[src/hw/rtl/nfd_pkg.sv]
// shared types and constants for the netstring frame decoder
// no dependencies; used by every module of the block
package nfd_pkg;

    localparam int LEN_BITS   = 16;
    localparam int ACC_BITS   = LEN_BITS + 4;
    localparam int MAX_DIGITS = 8;
    localparam int DC_BITS    = 4;
    localparam int Q_DEPTH    = 4;
    localparam int Q_AW       = 2;

    localparam logic [7:0] CH_COLON = 8'h3A;
    localparam logic [7:0] CH_COMMA = 8'h2C;
    localparam logic [7:0] CH_ZERO  = 8'h30;
    localparam logic [7:0] CH_NINE  = 8'h39;

    typedef enum logic [1:0] {
        KIND_DATA = 2'd0,
        KIND_OK   = 2'd1,
        KIND_ERR  = 2'd2
    } t_kind;

    typedef enum logic [1:0] {
        ERR_NONE      = 2'd0,
        ERR_PREFIX    = 2'd1,
        ERR_TOO_LARGE = 2'd2,
        ERR_COMMA     = 2'd3
    } t_err;

    typedef enum logic [2:0] {
        PH_PREFIX  = 3'b001,
        PH_PAYLOAD = 3'b010,
        PH_COMMA   = 3'b100
    } t_phase;

    typedef struct packed {
        t_kind                kind;
        logic [7:0]           data;
        logic [LEN_BITS-1:0]  frame_length;
        t_err                 error_code;
    } t_result;

    typedef struct packed {
        logic full;
        logic empty;
    } t_q_stat;

endpackage

[src/hw/rtl/nfd_front.sv]
// front part: takes stream bytes, tracks the netstring phase, builds results
// depends on nfd_pkg
module nfd_front (
    input  logic                           i_clk,
    input  logic                           i_rst_n,
    input  logic                           i_max_length_we,
    input  logic [nfd_pkg::LEN_BITS-1:0]   i_max_length,
    input  logic                           i_valid,
    input  logic [7:0]                     i_byte,
    output logic                           o_ready,
    input  nfd_pkg::t_q_stat               i_q_stat,
    output logic                           o_push,
    output nfd_pkg::t_result               o_res
);

    logic [nfd_pkg::LEN_BITS-1:0] r_max_length;
    nfd_pkg::t_phase              r_phase, n_phase;
    logic [nfd_pkg::LEN_BITS-1:0] r_accum, n_accum;
    logic [nfd_pkg::LEN_BITS-1:0] r_left, n_left;
    logic [nfd_pkg::DC_BITS-1:0]  r_count, n_count;

    logic                         take;
    logic                         is_digit;
    logic [nfd_pkg::ACC_BITS-1:0] next_len;

    assign o_ready  = !i_q_stat.full;
    assign take     = i_valid && o_ready;
    assign is_digit = (i_byte >= nfd_pkg::CH_ZERO) && (i_byte <= nfd_pkg::CH_NINE);
    // accum * 10 + digit
    assign next_len = {1'b0, r_accum, 3'b000} + {3'b000, r_accum, 1'b0}
                    + {{(nfd_pkg::ACC_BITS-4){1'b0}}, i_byte[3:0]};

    always_comb begin
        n_phase = r_phase;
        n_accum = r_accum;
        n_left  = r_left;
        n_count = r_count;
        o_push  = 1'b0;
        o_res   = '0;
        if (take) begin
            unique case (r_phase)
                nfd_pkg::PH_PAYLOAD: begin
                    n_left = r_left - 1'b1;
                    if (r_left == nfd_pkg::LEN_BITS'(1)) begin
                        n_phase = nfd_pkg::PH_COMMA;
                    end
                    o_push      = 1'b1;
                    o_res.kind  = nfd_pkg::KIND_DATA;
                    o_res.data  = i_byte;
                end
                nfd_pkg::PH_COMMA: begin
                    n_phase = nfd_pkg::PH_PREFIX;
                    n_accum = '0;
                    n_left  = '0;
                    n_count = '0;
                    o_push  = 1'b1;
                    if (i_byte == nfd_pkg::CH_COMMA) begin
                        o_res.kind         = nfd_pkg::KIND_OK;
                        o_res.frame_length = r_accum;
                    end else begin
                        o_res.kind       = nfd_pkg::KIND_ERR;
                        o_res.error_code = nfd_pkg::ERR_COMMA;
                    end
                end
                default: begin
                    n_phase = nfd_pkg::PH_PREFIX;
                    if (is_digit) begin
                        if ((r_count >= nfd_pkg::DC_BITS'(nfd_pkg::MAX_DIGITS))
                            || (next_len > {4'b0000, r_max_length})) begin
                            n_accum          = '0;
                            n_left           = '0;
                            n_count          = '0;
                            o_push           = 1'b1;
                            o_res.kind       = nfd_pkg::KIND_ERR;
                            o_res.error_code = nfd_pkg::ERR_TOO_LARGE;
                        end else begin
                            n_accum = next_len[nfd_pkg::LEN_BITS-1:0];
                            n_count = r_count + 1'b1;
                        end
                    end else if ((i_byte == nfd_pkg::CH_COLON) && (r_count != '0)) begin
                        n_left  = r_accum;
                        n_count = '0;
                        n_phase = (r_accum == '0) ? nfd_pkg::PH_COMMA : nfd_pkg::PH_PAYLOAD;
                    end else begin
                        n_accum          = '0;
                        n_left           = '0;
                        n_count          = '0;
                        o_push           = 1'b1;
                        o_res.kind       = nfd_pkg::KIND_ERR;
                        o_res.error_code = nfd_pkg::ERR_PREFIX;
                    end
                end
            endcase
        end
    end

    always_ff @(posedge i_clk) begin
        if (!i_rst_n) begin
            r_max_length <= '1;
            r_phase      <= nfd_pkg::PH_PREFIX;
            r_accum      <= '0;
            r_left       <= '0;
            r_count      <= '0;
        end else begin
            if (i_max_length_we) begin
                r_max_length <= i_max_length;
            end
            r_phase <= n_phase;
            r_accum <= n_accum;
            r_left  <= n_left;
            r_count <= n_count;
        end
    end

endmodule

[src/hw/rtl/nfd_queue.sv]
// small result queue between the front and back parts
// depends on nfd_pkg
module nfd_queue (
    input  logic              i_clk,
    input  logic              i_rst_n,
    input  logic              i_push,
    input  nfd_pkg::t_result  i_res,
    input  logic              i_pop,
    output nfd_pkg::t_result  o_head,
    output nfd_pkg::t_q_stat  o_stat
);

    nfd_pkg::t_result           r_mem [nfd_pkg::Q_DEPTH];
    logic [nfd_pkg::Q_AW-1:0]   r_wr_ptr;
    logic [nfd_pkg::Q_AW-1:0]   r_rd_ptr;
    logic [nfd_pkg::Q_AW:0]     r_count;
    logic                       do_push;
    logic                       do_pop;

    assign o_stat.full  = (r_count == (nfd_pkg::Q_AW+1)'(nfd_pkg::Q_DEPTH));
    assign o_stat.empty = (r_count == '0);
    assign do_push      = i_push && !o_stat.full;
    assign do_pop       = i_pop && !o_stat.empty;
    assign o_head       = r_mem[r_rd_ptr];

    always_ff @(posedge i_clk) begin
        if (do_push) begin
            r_mem[r_wr_ptr] <= i_res;
        end
    end

    always_ff @(posedge i_clk) begin
        if (!i_rst_n) begin
            r_wr_ptr <= '0;
            r_rd_ptr <= '0;
            r_count  <= '0;
        end else begin
            if (do_push) begin
                r_wr_ptr <= r_wr_ptr + 1'b1;
            end
            if (do_pop) begin
                r_rd_ptr <= r_rd_ptr + 1'b1;
            end
            if (do_push && !do_pop) begin
                r_count <= r_count + 1'b1;
            end else if (do_pop && !do_push) begin
                r_count <= r_count - 1'b1;
            end
        end
    end

endmodule

[src/hw/rtl/nfd_back.sv]
// back part: output register that presents queued results on the master stream
// depends on nfd_pkg
module nfd_back (
    input  logic              i_clk,
    input  logic              i_rst_n,
    input  nfd_pkg::t_result  i_head,
    input  nfd_pkg::t_q_stat  i_q_stat,
    output logic              o_pop,
    output logic              o_valid,
    input  logic              i_ready,
    output nfd_pkg::t_result  o_res
);

    logic             r_valid;
    nfd_pkg::t_result r_res;
    logic             load;

    assign load    = !r_valid || i_ready;
    assign o_pop   = load && !i_q_stat.empty;
    assign o_valid = r_valid;
    assign o_res   = r_res;

    always_ff @(posedge i_clk) begin
        if (load) begin
            r_res <= i_head;
        end
    end

    always_ff @(posedge i_clk) begin
        if (!i_rst_n) begin
            r_valid <= 1'b0;
        end else if (load) begin
            r_valid <= !i_q_stat.empty;
        end
    end

endmodule

[src/hw/rtl/netstring_frame_decoder.sv]
// netstring deframer top level: one byte in per transfer, results out per transfer
// depends on nfd_pkg, nfd_front, nfd_queue, nfd_back
// Takes one byte of a netstring stream (digits, ':', payload, ',') per cycle
// while the master side keeps up and gives at most one result per byte: each
// payload byte, an ok result with the declared length at the comma, or an
// error result that ends the frame. A byte is decoded in the cycle it is
// taken; its result passes through the result queue into the output register.
// A four-entry result queue sits ahead of the output register, so
// s_axis_tready drops only once that queue is full. max_length may be written
// only while the block is idle; no clearing pass after reset.
module netstring_frame_decoder (
    input  logic                           i_clk,
    input  logic                           i_rst_n,
    input  logic                           i_max_length_we,
    input  logic [nfd_pkg::LEN_BITS-1:0]   i_max_length,
    input  logic                           s_axis_tvalid,
    output logic                           s_axis_tready,
    input  logic [7:0]                     s_axis_tdata,   // in_byte
    output logic                           m_axis_tvalid,
    input  logic                           m_axis_tready,
    output logic [31:0]                    m_axis_tdata,   // data, frame_length, error_code
    output logic [1:0]                     m_axis_tuser    // kind
);

    nfd_pkg::t_q_stat q_stat;
    nfd_pkg::t_result push_res;
    nfd_pkg::t_result head;
    nfd_pkg::t_result out_res;
    logic             push;
    logic             pop;

    nfd_front u_front (
        .i_clk           (i_clk),
        .i_rst_n         (i_rst_n),
        .i_max_length_we (i_max_length_we),
        .i_max_length    (i_max_length),
        .i_valid         (s_axis_tvalid),
        .i_byte          (s_axis_tdata),
        .o_ready         (s_axis_tready),
        .i_q_stat        (q_stat),
        .o_push          (push),
        .o_res           (push_res)
    );

    nfd_queue u_queue (
        .i_clk   (i_clk),
        .i_rst_n (i_rst_n),
        .i_push  (push),
        .i_res   (push_res),
        .i_pop   (pop),
        .o_head  (head),
        .o_stat  (q_stat)
    );

    nfd_back u_back (
        .i_clk    (i_clk),
        .i_rst_n  (i_rst_n),
        .i_head   (head),
        .i_q_stat (q_stat),
        .o_pop    (pop),
        .o_valid  (m_axis_tvalid),
        .i_ready  (m_axis_tready),
        .o_res    (out_res)
    );

    assign m_axis_tdata = {6'b000000, out_res.error_code, out_res.frame_length, out_res.data};
    assign m_axis_tuser = out_res.kind;

endmodule

[config.mk]
export PLATFORM = sky130hd
export DESIGN_NAME = netstring_frame_decoder
export DESIGN_NICKNAME = d
export VERILOG_FILES = /design/src/hw/rtl/nfd_pkg.sv /design/src/hw/rtl/nfd_front.sv /design/src/hw/rtl/nfd_queue.sv /design/src/hw/rtl/nfd_back.sv /design/src/hw/rtl/netstring_frame_decoder.sv
export SDC_FILE = /design/constraint.sdc
export NUM_CORES = 1
export LEC_CHECK = 0
export BUFFER_PORTS_ARGS = -buffer_cell sky130_fd_sc_hd__buf_2
export CORE_ASPECT_RATIO = 1.5
export CORE_MARGIN = 2
export CORE_UTILIZATION = 61
export CTS_BUF_LIST = sky130_fd_sc_hd__clkbuf_16
export CTS_CLUSTER_DIAMETER = 60
export CTS_CLUSTER_SIZE = 25
export DETAILED_ROUTE_END_ITERATION = 16
export HOLD_SLACK_MARGIN = 0.06
export MAX_ROUTING_LAYER = met4
export PLACE_DENSITY = 0.91
export SLEW_MARGIN = 40
export SYNTH_ARGS = -nofsm -noshare
export SYNTH_HDL_FRONTEND = slang
export SYNTH_SLANG_ARGS = --single-unit
[constraint.sdc]
create_clock -name i_clk -period 6.5 [get_ports i_clk]
set_clock_uncertainty 0.2 [all_clocks]
set_input_delay 0.325 -clock i_clk [delete_from_list [all_inputs] [get_ports i_clk]]
set_output_delay 0.325 -clock i_clk [all_outputs]
set_load 0.01 [all_outputs]
==> flow_metrics.env, run 1 <==
export IMPL_synth_distinct_cells=66
export IMPL_postPlaceCellArea_sq_um=10000
export IMPL_switching_power_uw=892
export IMPL_core_area_sq_um=15500
export IMPL_drive_gt1_share_pct=15.6
export IMPL_rows=56
export IMPL_cp_start_kind="register"
export IMPL_drc=0
export IMPL_syn_to_final_growth_pct=11.1
export IMPL_synthTopCellsByArea="edfxtp_1 44%, dfxtp_1 13%, ha_1 7.3%"
export IMPL_vias=6639
export IMPL_design_power_total_uw=3170
export IMPL_yosysWarnings=0
export IMPL_fmax_mhz=162
export IMPL_setup_tns_ns=0
export IMPL_grt_pass1_vias=6589
export IMPL_drtPass1Iterations=6
export IMPL_tightest_slew_ns=0.853
export IMPL_num_io_pins=65
export IMPL_syn_area_sq_um=9560
export IMPL_grt_max_degree=69
export IMPL_drv_slew=0
export IMPL_cts_buffers=12
export IMPL_ir_drop_v=0.000233
export IMPL_post_synth_inst_count=740
export IMPL_hp_class="input pin to register"
export IMPL_cts_root_buffer="clkbuf_16"
export IMPL_grt_total_usage_pct=29.1
export IMPL_yosysSeqAreaShare_pct=57.2
export IMPL_power_frac_comb_pct=21.0
export IMPL_rsz0062_at_grt="no"
export IMPL_cts_sinks=203
export IMPL_wl_microns=23500
export IMPL_design_area_sq_um=10600
export IMPL_status="finished, final reports clean"
export IMPL_power_frac_seq_pct=54.2
export IMPL_relSlewSlack_pct=42.9
export IMPL_die_area_sq_um=16700
export IMPL_yosys_register_bits=203
export IMPL_worst_ep_required_time_ns=6.70
export IMPL_clock_path_buffers=3
export IMPL_setup_viol=0
export IMPL_htreeDepth=1
export IMPL_avgSynthCellArea_sq_um=12.9
export IMPL_die_w_microns=106
export IMPL_drtIter0Drc=951
export IMPL_power_density_nw_per_um2=298
export IMPL_leakagePower_uw=0.00427
export IMPL_synth_edf_count=140
export IMPL_viasPerCell=6.52
export IMPL_fin_crit_sh_pct=95.2
export IMPL_critPathKind="register to register"
export IMPL_routabilityCongestion=0.936
export IMPL_p_clk_share_pct=24.8
export IMPL_p_int_uw=2280
export IMPL_maxCapViolations=0
export IMPL_clk_latency_ns=0.47
export IMPL_wire_per_inst_microns=23.0
export IMPL_synth_most_common_cell="edfxtp_1"
export IMPL_cp_end_kind="register"
export IMPL_worstPathArrival_ns=6.38
export IMPL_grt_overflow_total=0
export IMPL_fillers=963
export IMPL_port_buffers=58
export IMPL_ys_flop_type="edfxtp_1"
export IMPL_start_util_pct=61.8
export IMPL_crit_fanout=5
export IMPL_cts_tree="yes"
export IMPL_async_reset_ff_share_pct=0
export IMPL_hold_ws_ns=0.0856
export IMPL_final_cells=1019
export IMPL_dp_hpwl_microns=14500
export IMPL_ant_nets=0
export IMPL_clkSlewWorstSetupHoldPaths_ns=0.09
export IMPL_yosysTopAreaCell="edfxtp_1"
export IMPL_final_nets=897
export IMPL_final_min_clock_period_ns=6.19
export IMPL_synth_commonest_cells="140 x edfxtp_1, 63 x dfxtp_1, 56 x ha_1, 53 x nand2_1, 33 x inv_1"
export IMPL_swShare_pct=28.2
export IMPL_antenna_found_initial=0
export IMPL_placed_cells=978
export IMPL_synth_top_area_share_pct=44.0
export IMPL_hold_viol_final=0
export IMPL_grt_pass1_wl_microns=35900
export IMPL_die_h_microns=157
cells by family after synthesis:
logic type      count (synthesis)  share of synthesized area [%]
xor+xnor                       25                           2.37
simple gates                  203                           11.2
other cells                     1                         0.0392
fa+ha+maj                      59                           7.95
compound gates                145                           11.0
buf+inv                        70                           3.09
mux                            34                           7.22
flops                         203                           57.2
layout by cell type, fill, tap and decap left out, drive strengths merged, types with 3 or more instances in the layout:
cell	instances
edfxtp	140
buf	69
dfxtp	63
ha	56
nand2	53
inv	40
a21oi	31
nor2	29
mux4	28
and2	26
o21ai	23
nor2b	21
dlygate4sd3	18
o211ai	17
nor3	17
a22oi	15
xnor2	15
clkbuf	13
nand3	12
xor2	10
and3	9
a21o	8
o211a	8
nor4	8
nand4	7
or3	7
a2111o	7
nand2b	6
mux2i	6
conb	6
a21boi	5
o21bai	4
a31oi	3
a41oi	3
fa	3
a211oi	3
path summary, 6_finish.rpt:
check,from,endpoint,slack [ns],cells past startpoint
worst max-delay path,u_front.r_accum[0],u_queue.r_count[2],0.31,27
worst min-delay path,s_axis_tdata[7],u_queue.r_mem[0][25],0.09,2
worst max register to register,u_front.r_accum[0],u_queue.r_count[2],0.31,27
worst min register to register,u_front.r_max_length[13],u_front.r_max_length[13],0.29,2
final cells by class:
cell class	instances	area, sq um	share of cell area (%)
sequential	203	5470	51.5
multi-input combinational	472	3850	36.2
timing repair buffer	87	556	5.23
clock buffer	13	325	3.06
tap	203	254	2.39
inverter	33	124	1.17
clock inverter	7	43.8	0.412
antenna	1	2.50	0.0236
power by group through the flow:
| stage | sequential (uW) | clock, uW | combinational [uW] |
|---|---|---|---|
| 6_report | 1720 | 786 | 665 |
| 5_1_grt | 1740 | 833 | 719 |
| 4_1_cts | 1720 | 793 | 660 |
| 3_5_place_dp | 1740 | 0 | 636 |
| 3_3_place_gp | 1720 | 0 | 602 |
| 2_1_floorplan | 1730 | 0 | 413 |
per-stage QoR:
stage          setup slack (ns)  utilization (%)
6_report                  0.315             68.6
5_1_grt                  0.0682             68.6
4_1_cts                   0.334             68.3
3_5_place_dp              0.297             64.8
3_3_place_gp              0.518             64.7
2_1_floorplan             0.909                -
state kept, by name, summed over array words and instances, names as in the netlist, 3 cells and up:
name,cells
u_queue.r_mem,112
u_queue.r_count,3
u_front.r_phase,3
u_front.r_left,16
u_front.r_max_length,16
u_front.r_accum,16
u_back.o_res,28
u_front.r_count,4
critical path: stages, from the launching register on:
cell and delay (ns):
dfxtp_1 0.40, inv_1 0.09, fa_1 0.52, inv_1 0.08
fa_1 0.46, a21o_1 0.21, a221o_1 0.38, a21oi_1 0.19
nor2b_1 0.08, o21ai_0 0.19, nand2b_1 0.08, a21oi_1 0.18
xnor2_1 0.17, ha_1 0.19, a21oi_1 0.07, o21ai_0 0.29
mux2i_1 0.16, a31oi_1 0.32, a211oi_2 0.09, nand3_2 0.16
nor4b_4 0.08, nor3_4 0.23, ha_1 0.21, inv_1 0.06
fa_1 0.37, xor2_1 0.17, or3_1 0.31, a21boi_0 0.16
per-layer routing:
layer / global-route usage (%) / vias up / wire (microns)
li1: - / 2930 / -
met2: 50.2 / 387 / 12300
met1: 33.5 / 3207 / 8200
met5: - / - / 0
met4: 15.5 / 0 / 1370
met3: 2.77 / 115 / 1620
timing repair:
action	4_1_cts	5_1_grt
setup endpoints to repair	0	2
hold endpoints to repair	18	0
hold buffers	18	0
buffers inserted	0	1
resized for setup	0	3
(Power assumes the default switching activity.)
==> inputs of run 2 (changes only) <==
--- a/config.mk
+++ b/config.mk
@@ -8,14 +8,14 @@
 export BUFFER_PORTS_ARGS = -buffer_cell sky130_fd_sc_hd__buf_2
 export CORE_ASPECT_RATIO = 1.5
 export CORE_MARGIN = 2
-export CORE_UTILIZATION = 61
+export CORE_UTILIZATION = 25
 export CTS_BUF_LIST = sky130_fd_sc_hd__clkbuf_16
 export CTS_CLUSTER_DIAMETER = 60
 export CTS_CLUSTER_SIZE = 25
 export DETAILED_ROUTE_END_ITERATION = 16
 export HOLD_SLACK_MARGIN = 0.06
 export MAX_ROUTING_LAYER = met4
-export PLACE_DENSITY = 0.91
+export PLACE_DENSITY = 0.51
 export SLEW_MARGIN = 40
 export SYNTH_ARGS = -nofsm -noshare
 export SYNTH_HDL_FRONTEND = slang
==> run 2 against run 1 <==
- register-to-register slack improved by 0.33 ns
- highest routed layer unchanged
- sequential power fell by 2%
- via count fell by 9.1%
- largest power group unchanged
- clock power rose by 26%
- die area rose by 140%
- largest cell class unchanged
- global-route usage fell by 18 points
==> flow_metrics.env, run 2 (synthesis results as in run 1) <==
export IMPL_worst_ep_required_time_ns=6.73
export IMPL_hp_class="input pin to register"
export IMPL_drv_slew=0
export IMPL_worstPathArrival_ns=6.09
export IMPL_wl_met3_microns=775
export IMPL_top_register="u_queue.r_mem"
export IMPL_drc=0
export IMPL_leakagePower_uw=0.00435
export IMPL_die_w_microns=164
export IMPL_crit_fanout=5
export IMPL_htreeDepth=1
export IMPL_n_antenna_cell=0
export IMPL_wl_microns=21500
export IMPL_rows=87
export IMPL_syn_to_final_growth_pct=16.8
export IMPL_grt_pass1_vias=6265
export IMPL_wl_met1_microns=9310
export IMPL_hold_ws_ns=0.121
export IMPL_grt_overflow_total=0
export IMPL_fmax_mhz=171
export IMPL_routabilityCongestion=0.804
export IMPL_grt_pass1_wl_microns=34400
export IMPL_cts_sinks=203
export IMPL_ir_drop_v=0.000139
export IMPL_rsz0062_at_grt="no"
export IMPL_setup_tns_ns=0
export IMPL_vias=6035
export IMPL_start_util_pct=25.4
export IMPL_final_core_util_pct=29.7
export IMPL_die_h_microns=244
export IMPL_grt_max_degree=69
export IMPL_cts_tree="yes"
export IMPL_drive_gt1_share_pct=17.0
export IMPL_antenna_found_initial=0
export IMPL_final_cell_mix="140 x edfxtp_1, 61 x dfxtp_1, 58 x buf_2"
export IMPL_drtIter0Drc=462
export IMPL_grt_total_usage_pct=11.3
export IMPL_tightest_slew_ns=0.808
export IMPL_maxCapViolations=0
export IMPL_core_area_sq_um=37700
export IMPL_port_buffers=58
export IMPL_final_common_cell="edfxtp_1"
export IMPL_clkSlewWorstSetupHoldPaths_ns=0.09
export IMPL_wl_met2_microns=10700
export IMPL_status="finished, final reports clean"
export IMPL_cts_root_buffer="clkbuf_16"
export IMPL_design_power_total_uw=3330
export IMPL_cp_start_kind="register"
export IMPL_fin_crit_sh_pct=90.1
export IMPL_cp_end_kind="register"
export IMPL_setup_viol=0
export IMPL_ant_nets=0
export IMPL_die_area_sq_um=39900
export IMPL_viasPerCell=4.59
export IMPL_drtPass1Iterations=4
export IMPL_largest_reg_flops=112
export IMPL_dp_hpwl_microns=15100
export IMPL_final_min_clock_period_ns=5.86
export IMPL_critPathKind="register to register"
export IMPL_relSlewSlack_pct=46.1
export IMPL_wire_per_inst_microns=16.3
export IMPL_clock_path_buffers=3
export IMPL_final_nets=905
export IMPL_num_io_pins=65
export IMPL_reg2reg_slack_ns=0.64
export IMPL_cts_buffers=15
export IMPL_power_density_nw_per_um2=298
export IMPL_maxUsedRoutingLayer="met4"
export IMPL_hold_viol_final=0
export IMPL_clk_latency_ns=0.49
[run 2: routing by layer]
layer | GRT usage, % | vias up
met3 | 1.29 | 34
met2 | 19.2 | 111
met5 | - | -
met4 | 4.10 | 0
li1 | - | 2938
met1 | 13.8 | 2952
[run 2: report_power, final]
| part | switching, uW | internal, uW | total, uW | leakage, uW |
|---|---|---|---|---|
| logic | 349 | 311 | 660 | 0.00227 |
| clock network | 509 | 481 | 990 | 0.000254 |
| registers | 81.7 | 1590 | 1680 | 0.00183 |
[run 2: critical path, cell delays in order (launching register included)]
cell	delay, ns
dfxtp_1	0.43
inv_1	0.11
fa_1	0.52
inv_1	0.07
fa_1	0.46
a21o_1	0.21
a221o_1	0.39
a21oi_1	0.19
nor2b_1	0.07
o21ai_0	0.15
nand2b_1	0.07
a21oi_1	0.17
xnor2_1	0.11
ha_1	0.19
a21oi_1	0.14
o21ai_1	0.10
nor3_1	0.19
a31oi_1	0.15
a211oi_1	0.28
nand3_2	0.19
nor4b_4	0.35
nor3_4	0.08
ha_1	0.21
inv_1	0.07
fa_1	0.18
xor2_1	0.07
or3_1	0.30
a21boi_0	0.16
[run 2: area by class of cell]
| type | instances | area, sq um |
|---|---|---|
| fillers | 3885 | 26500 |
| flip-flops and latches | 203 | 5470 |
| multi-input cells | 472 | 3840 |
| well taps | 489 | 612 |
| repair buffers | 92 | 606 |
| clock buffers | 16 | 400 |
| inverters | 33 | 124 |
| clock inverters | 9 | 120 |
[run 2: per-stage QoR]
stage	setup WS (ns)	cell area, sq um	instances
floorplan	0.909	9580	745
detailed placement	0.253	10400	1269
finish	0.641	11200	1314
global route	0.0783	11200	1314
global placement	0.422	10400	1269
CTS	0.258	11200	1313
[run 2: worst paths after layout]
check,startpoint,end,cells past startpoint
min,s_axis_tdata[6],u_queue.r_mem[2][24],2
max,u_front.r_accum[0],u_queue.r_count[2],27
min reg2reg,u_front.r_max_length[8],u_front.r_max_length[8],2
max reg2reg,u_front.r_accum[0],u_queue.r_count[2],27
[run 2: repair_timing]
item	in CTS	in global routing
setup buffers	0	1
hold endpoints to repair	25	0
endpoints found under the setup margin	0	1
hold buffers	19	0
resized for setup	0	3
==> inputs of run 3 (changes only) <==
--- a/config.mk
+++ b/config.mk
@@ -5,6 +5,7 @@
 export SDC_FILE = /design/constraint.sdc
 export NUM_CORES = 1
 export LEC_CHECK = 0
+export ABC_AREA = 1
 export BUFFER_PORTS_ARGS = -buffer_cell sky130_fd_sc_hd__buf_2
 export CORE_ASPECT_RATIO = 1.5
 export CORE_MARGIN = 2
==> run 3 against run 2 <==
- sequential cell count unchanged
- via count up 29%
- clock-buffer cell count down 1
- die area up 6.3%
- non-clock buffer count down 1
- global-route usage up 1.6 points
- synthesized area up 6.4%
- combinational power up 38%
- sequential power about the same
- clock power down 5.2%
==> flow_metrics.env, run 3 <==
export IMPL_status="finished, final reports clean"
export IMPL_core_area_sq_um=40200
export IMPL_syn_to_final_growth_pct=14.5
export IMPL_final_nets=1254
export IMPL_routabilityCongestion=0.870
export IMPL_tightest_slew_ns=0.806
export IMPL_async_reset_ff_share_pct=0
export IMPL_drtPass1Iterations=5
export IMPL_clock_path_buffers=3
export IMPL_top_register="u_queue.r_mem"
export IMPL_hp_class="input pin to register"
export IMPL_cts_root_buffer="clkbuf_16"
export IMPL_cts_buffers=14
export IMPL_die_area_sq_um=42400
export IMPL_p_int_uw=2370
export IMPL_p_clk_share_pct=26.5
export IMPL_fin_crit_sh_pct=78.2
export IMPL_power_density_nw_per_um2=304
export IMPL_hold_start="s_axis_tdata[6]"
export IMPL_yosysWarnings=0
export IMPL_power_frac_comb_pct=25.7
export IMPL_crit_fanout=5
export IMPL_viasPerCell=4.62
export IMPL_largest_reg_flops=112
export IMPL_port_buffers=58
export IMPL_power_frac_seq_pct=47.8
export IMPL_design_power_total_uw=3550
export IMPL_switching_power_uw=1170
export IMPL_grt_max_degree=59
export IMPL_post_cts_buffers=0
export IMPL_hold_ws_ns=0.0859
export IMPL_antenna_found_initial=0
export IMPL_cp_slowest_cell="fa_1"
export IMPL_grt_total_usage_pct=12.9
export IMPL_setup_viol=0
export IMPL_cp_start_kind="register"
export IMPL_ys_flop_type="edfxtp_1"
export IMPL_cts_tree="yes"
export IMPL_vias=7759
export IMPL_worstRegToRegCells=31
export IMPL_fmax_mhz=197
export IMPL_yosys_register_bits=203
export IMPL_rsz0062_at_grt="no"
export IMPL_grt_pass1_vias=7590
export IMPL_cp_end_kind="register"
export IMPL_final_common_cell="nand2_1"
export IMPL_die_h_microns=251
export IMPL_hold_viol_final=0
export IMPL_synth_commonest_cells="159 x nand2_1, 149 x nor2_1, 140 x edfxtp_1, 123 x inv_1, 93 x o21ai_0"
export IMPL_leakagePower_uw=0.00472
export IMPL_wire_per_inst_microns=15.9
export IMPL_reg2reg_to="u_queue.r_count[2]"
export IMPL_post_synth_inst_count=1106
export IMPL_whs_path_depth=3
export IMPL_grt_overflow_total=0
export IMPL_reg2reg_slack_ns=1.42
export IMPL_grt_pass1_wl_microns=41800
export IMPL_final_min_clock_period_ns=5.08
export IMPL_avgSynthCellArea_sq_um=9.20
export IMPL_rows=90
export IMPL_synth_edf_count=140
export IMPL_dp_hpwl_microns=19100
export IMPL_final_core_util_pct=29.0
export IMPL_worst_ep_required_time_ns=6.74
export IMPL_final_cell_mix="159 x nand2_1, 144 x nor2_1, 140 x edfxtp_1"
export IMPL_drv_slew=0
export IMPL_clk_latency_ns=0.50
export IMPL_crit_top_cell="nand2_1"
export IMPL_clkSlewWorstSetupHoldPaths_ns=0.10
export IMPL_yosysTopAreaCell="edfxtp_1"
export IMPL_htreeDepth=1
export IMPL_setup_tns_ns=0
export IMPL_maxCapViolations=0
export IMPL_hold_end="u_queue.r_mem[0][24]"
export IMPL_critPathKind="register to register"
export IMPL_startpoint="u_front.r_accum[0]"
export IMPL_synth_most_common_cell="nand2_1"
export IMPL_cts_sinks=203
export IMPL_ant_nets=0
export IMPL_cpPeakStageDelay_ns=0.51
export IMPL_swShare_pct=33.1
export IMPL_synth_top_area_share_pct=41.3
export IMPL_r2r_start="u_front.r_accum[0]"
export IMPL_ir_drop_v=0.000120
export IMPL_wl_microns=26700
export IMPL_worstPathArrival_ns=5.33
export IMPL_drtIter0Drc=446
export IMPL_synth_distinct_cells=45
export IMPL_start_util_pct=25.3
export IMPL_num_io_pins=65
export IMPL_drive_gt1_share_pct=10.5
export IMPL_yosysSeqAreaShare_pct=53.7
export IMPL_die_w_microns=169
export IMPL_syn_area_sq_um=10200
export IMPL_relSlewSlack_pct=46.1
export IMPL_n_antenna_cell=0
export IMPL_drc=0
export IMPL_synthTopCellsByArea="edfxtp_1 41%, dfxtp_1 12%, ha_1 6.9%"
[run 3: stage by stage]
step | cells | setup WS (ns) | instance area (sq um)
6_report | 1680 | 1.42 | 11700
5_1_grt | 1680 | 0.936 | 11700
2_1_floorplan | 1111 | 1.48 | 10200
3_5_place_dp | 1638 | 1.29 | 11000
3_3_place_gp | 1637 | 1.33 | 11000
4_1_cts | 1680 | 1.35 | 11700
[run 3: worst max-delay path, delay by kind of cell (launching register included)]
family                     cells  cell delay [ns]
AOI/OAI and AO/OA              2             0.19
buffers and inverters          4             0.36
and+or+nand+nor               19             1.98
xor gates and xnor gates       1             0.16
DFF                            1             0.39
adders and majority gates      5             1.77
[run 3: kinds of logic after synthesis]
| kind of cell | after synthesis | share of synthesized area, % |
|---|---|---|
| simple gates | 408 | 17.0 |
| compound gates | 238 | 13.2 |
| fa+ha+maj | 59 | 7.48 |
| buf+inv | 180 | 7.11 |
| other cells | 1 | 0.0369 |
| xor+xnor | 17 | 1.46 |
| flops | 203 | 53.7 |
[run 3: final cells by class]
cell class | count | area [sq um]
multi-input combinational | 728 | 4020
tap | 506 | 633
clock buffer | 15 | 375
timing repair buffer | 91 | 583
fill | 4174 | 28500
clock inverter | 9 | 100
sequential | 203 | 5470
inverter | 128 | 480
[run 3: repair_timing]
| action | CTS | global route |
|---|---|---|
| hold buffers | 18 | 0 |
| gates resized for setup | 0 | 0 |
| hold endpoints to repair | 18 | 0 |
| setup endpoints to repair | 0 | 0 |
[run 3: worst max-delay path by stage]
stage / to / cells past startpoint
after global placement: u_queue.r_count[2] / 32
after CTS: u_queue.r_count[2] / 31
final: u_queue.r_count[2] / 31
after global routing: u_queue.r_count[2] / 31
after floorplan: u_queue.r_mem[0][0] / 23
after detailed placement: u_queue.r_count[2] / 32
[run 3: per-layer routing]
layer / part of all wire (%) / track usage, % / up-vias
met5: 0 / - / -
met1: 39 / 13.3 / 3722
li1: - / - / 3878
met3: 2.2 / 1.01 / 47
met4: 3.7 / 5.17 / 0
met2: 55 / 24.9 / 112
[run 3: power by group through the flow]
stage | Sequential, uW | Clock, uW | Combinational (uW)
after floorplan | 1780 | 0 | 546
after global placement | 1730 | 0 | 915
after detailed placement | 1730 | 0 | 927
after CTS | 1700 | 964 | 936
after global routing | 1720 | 1010 | 1030
final | 1700 | 939 | 911
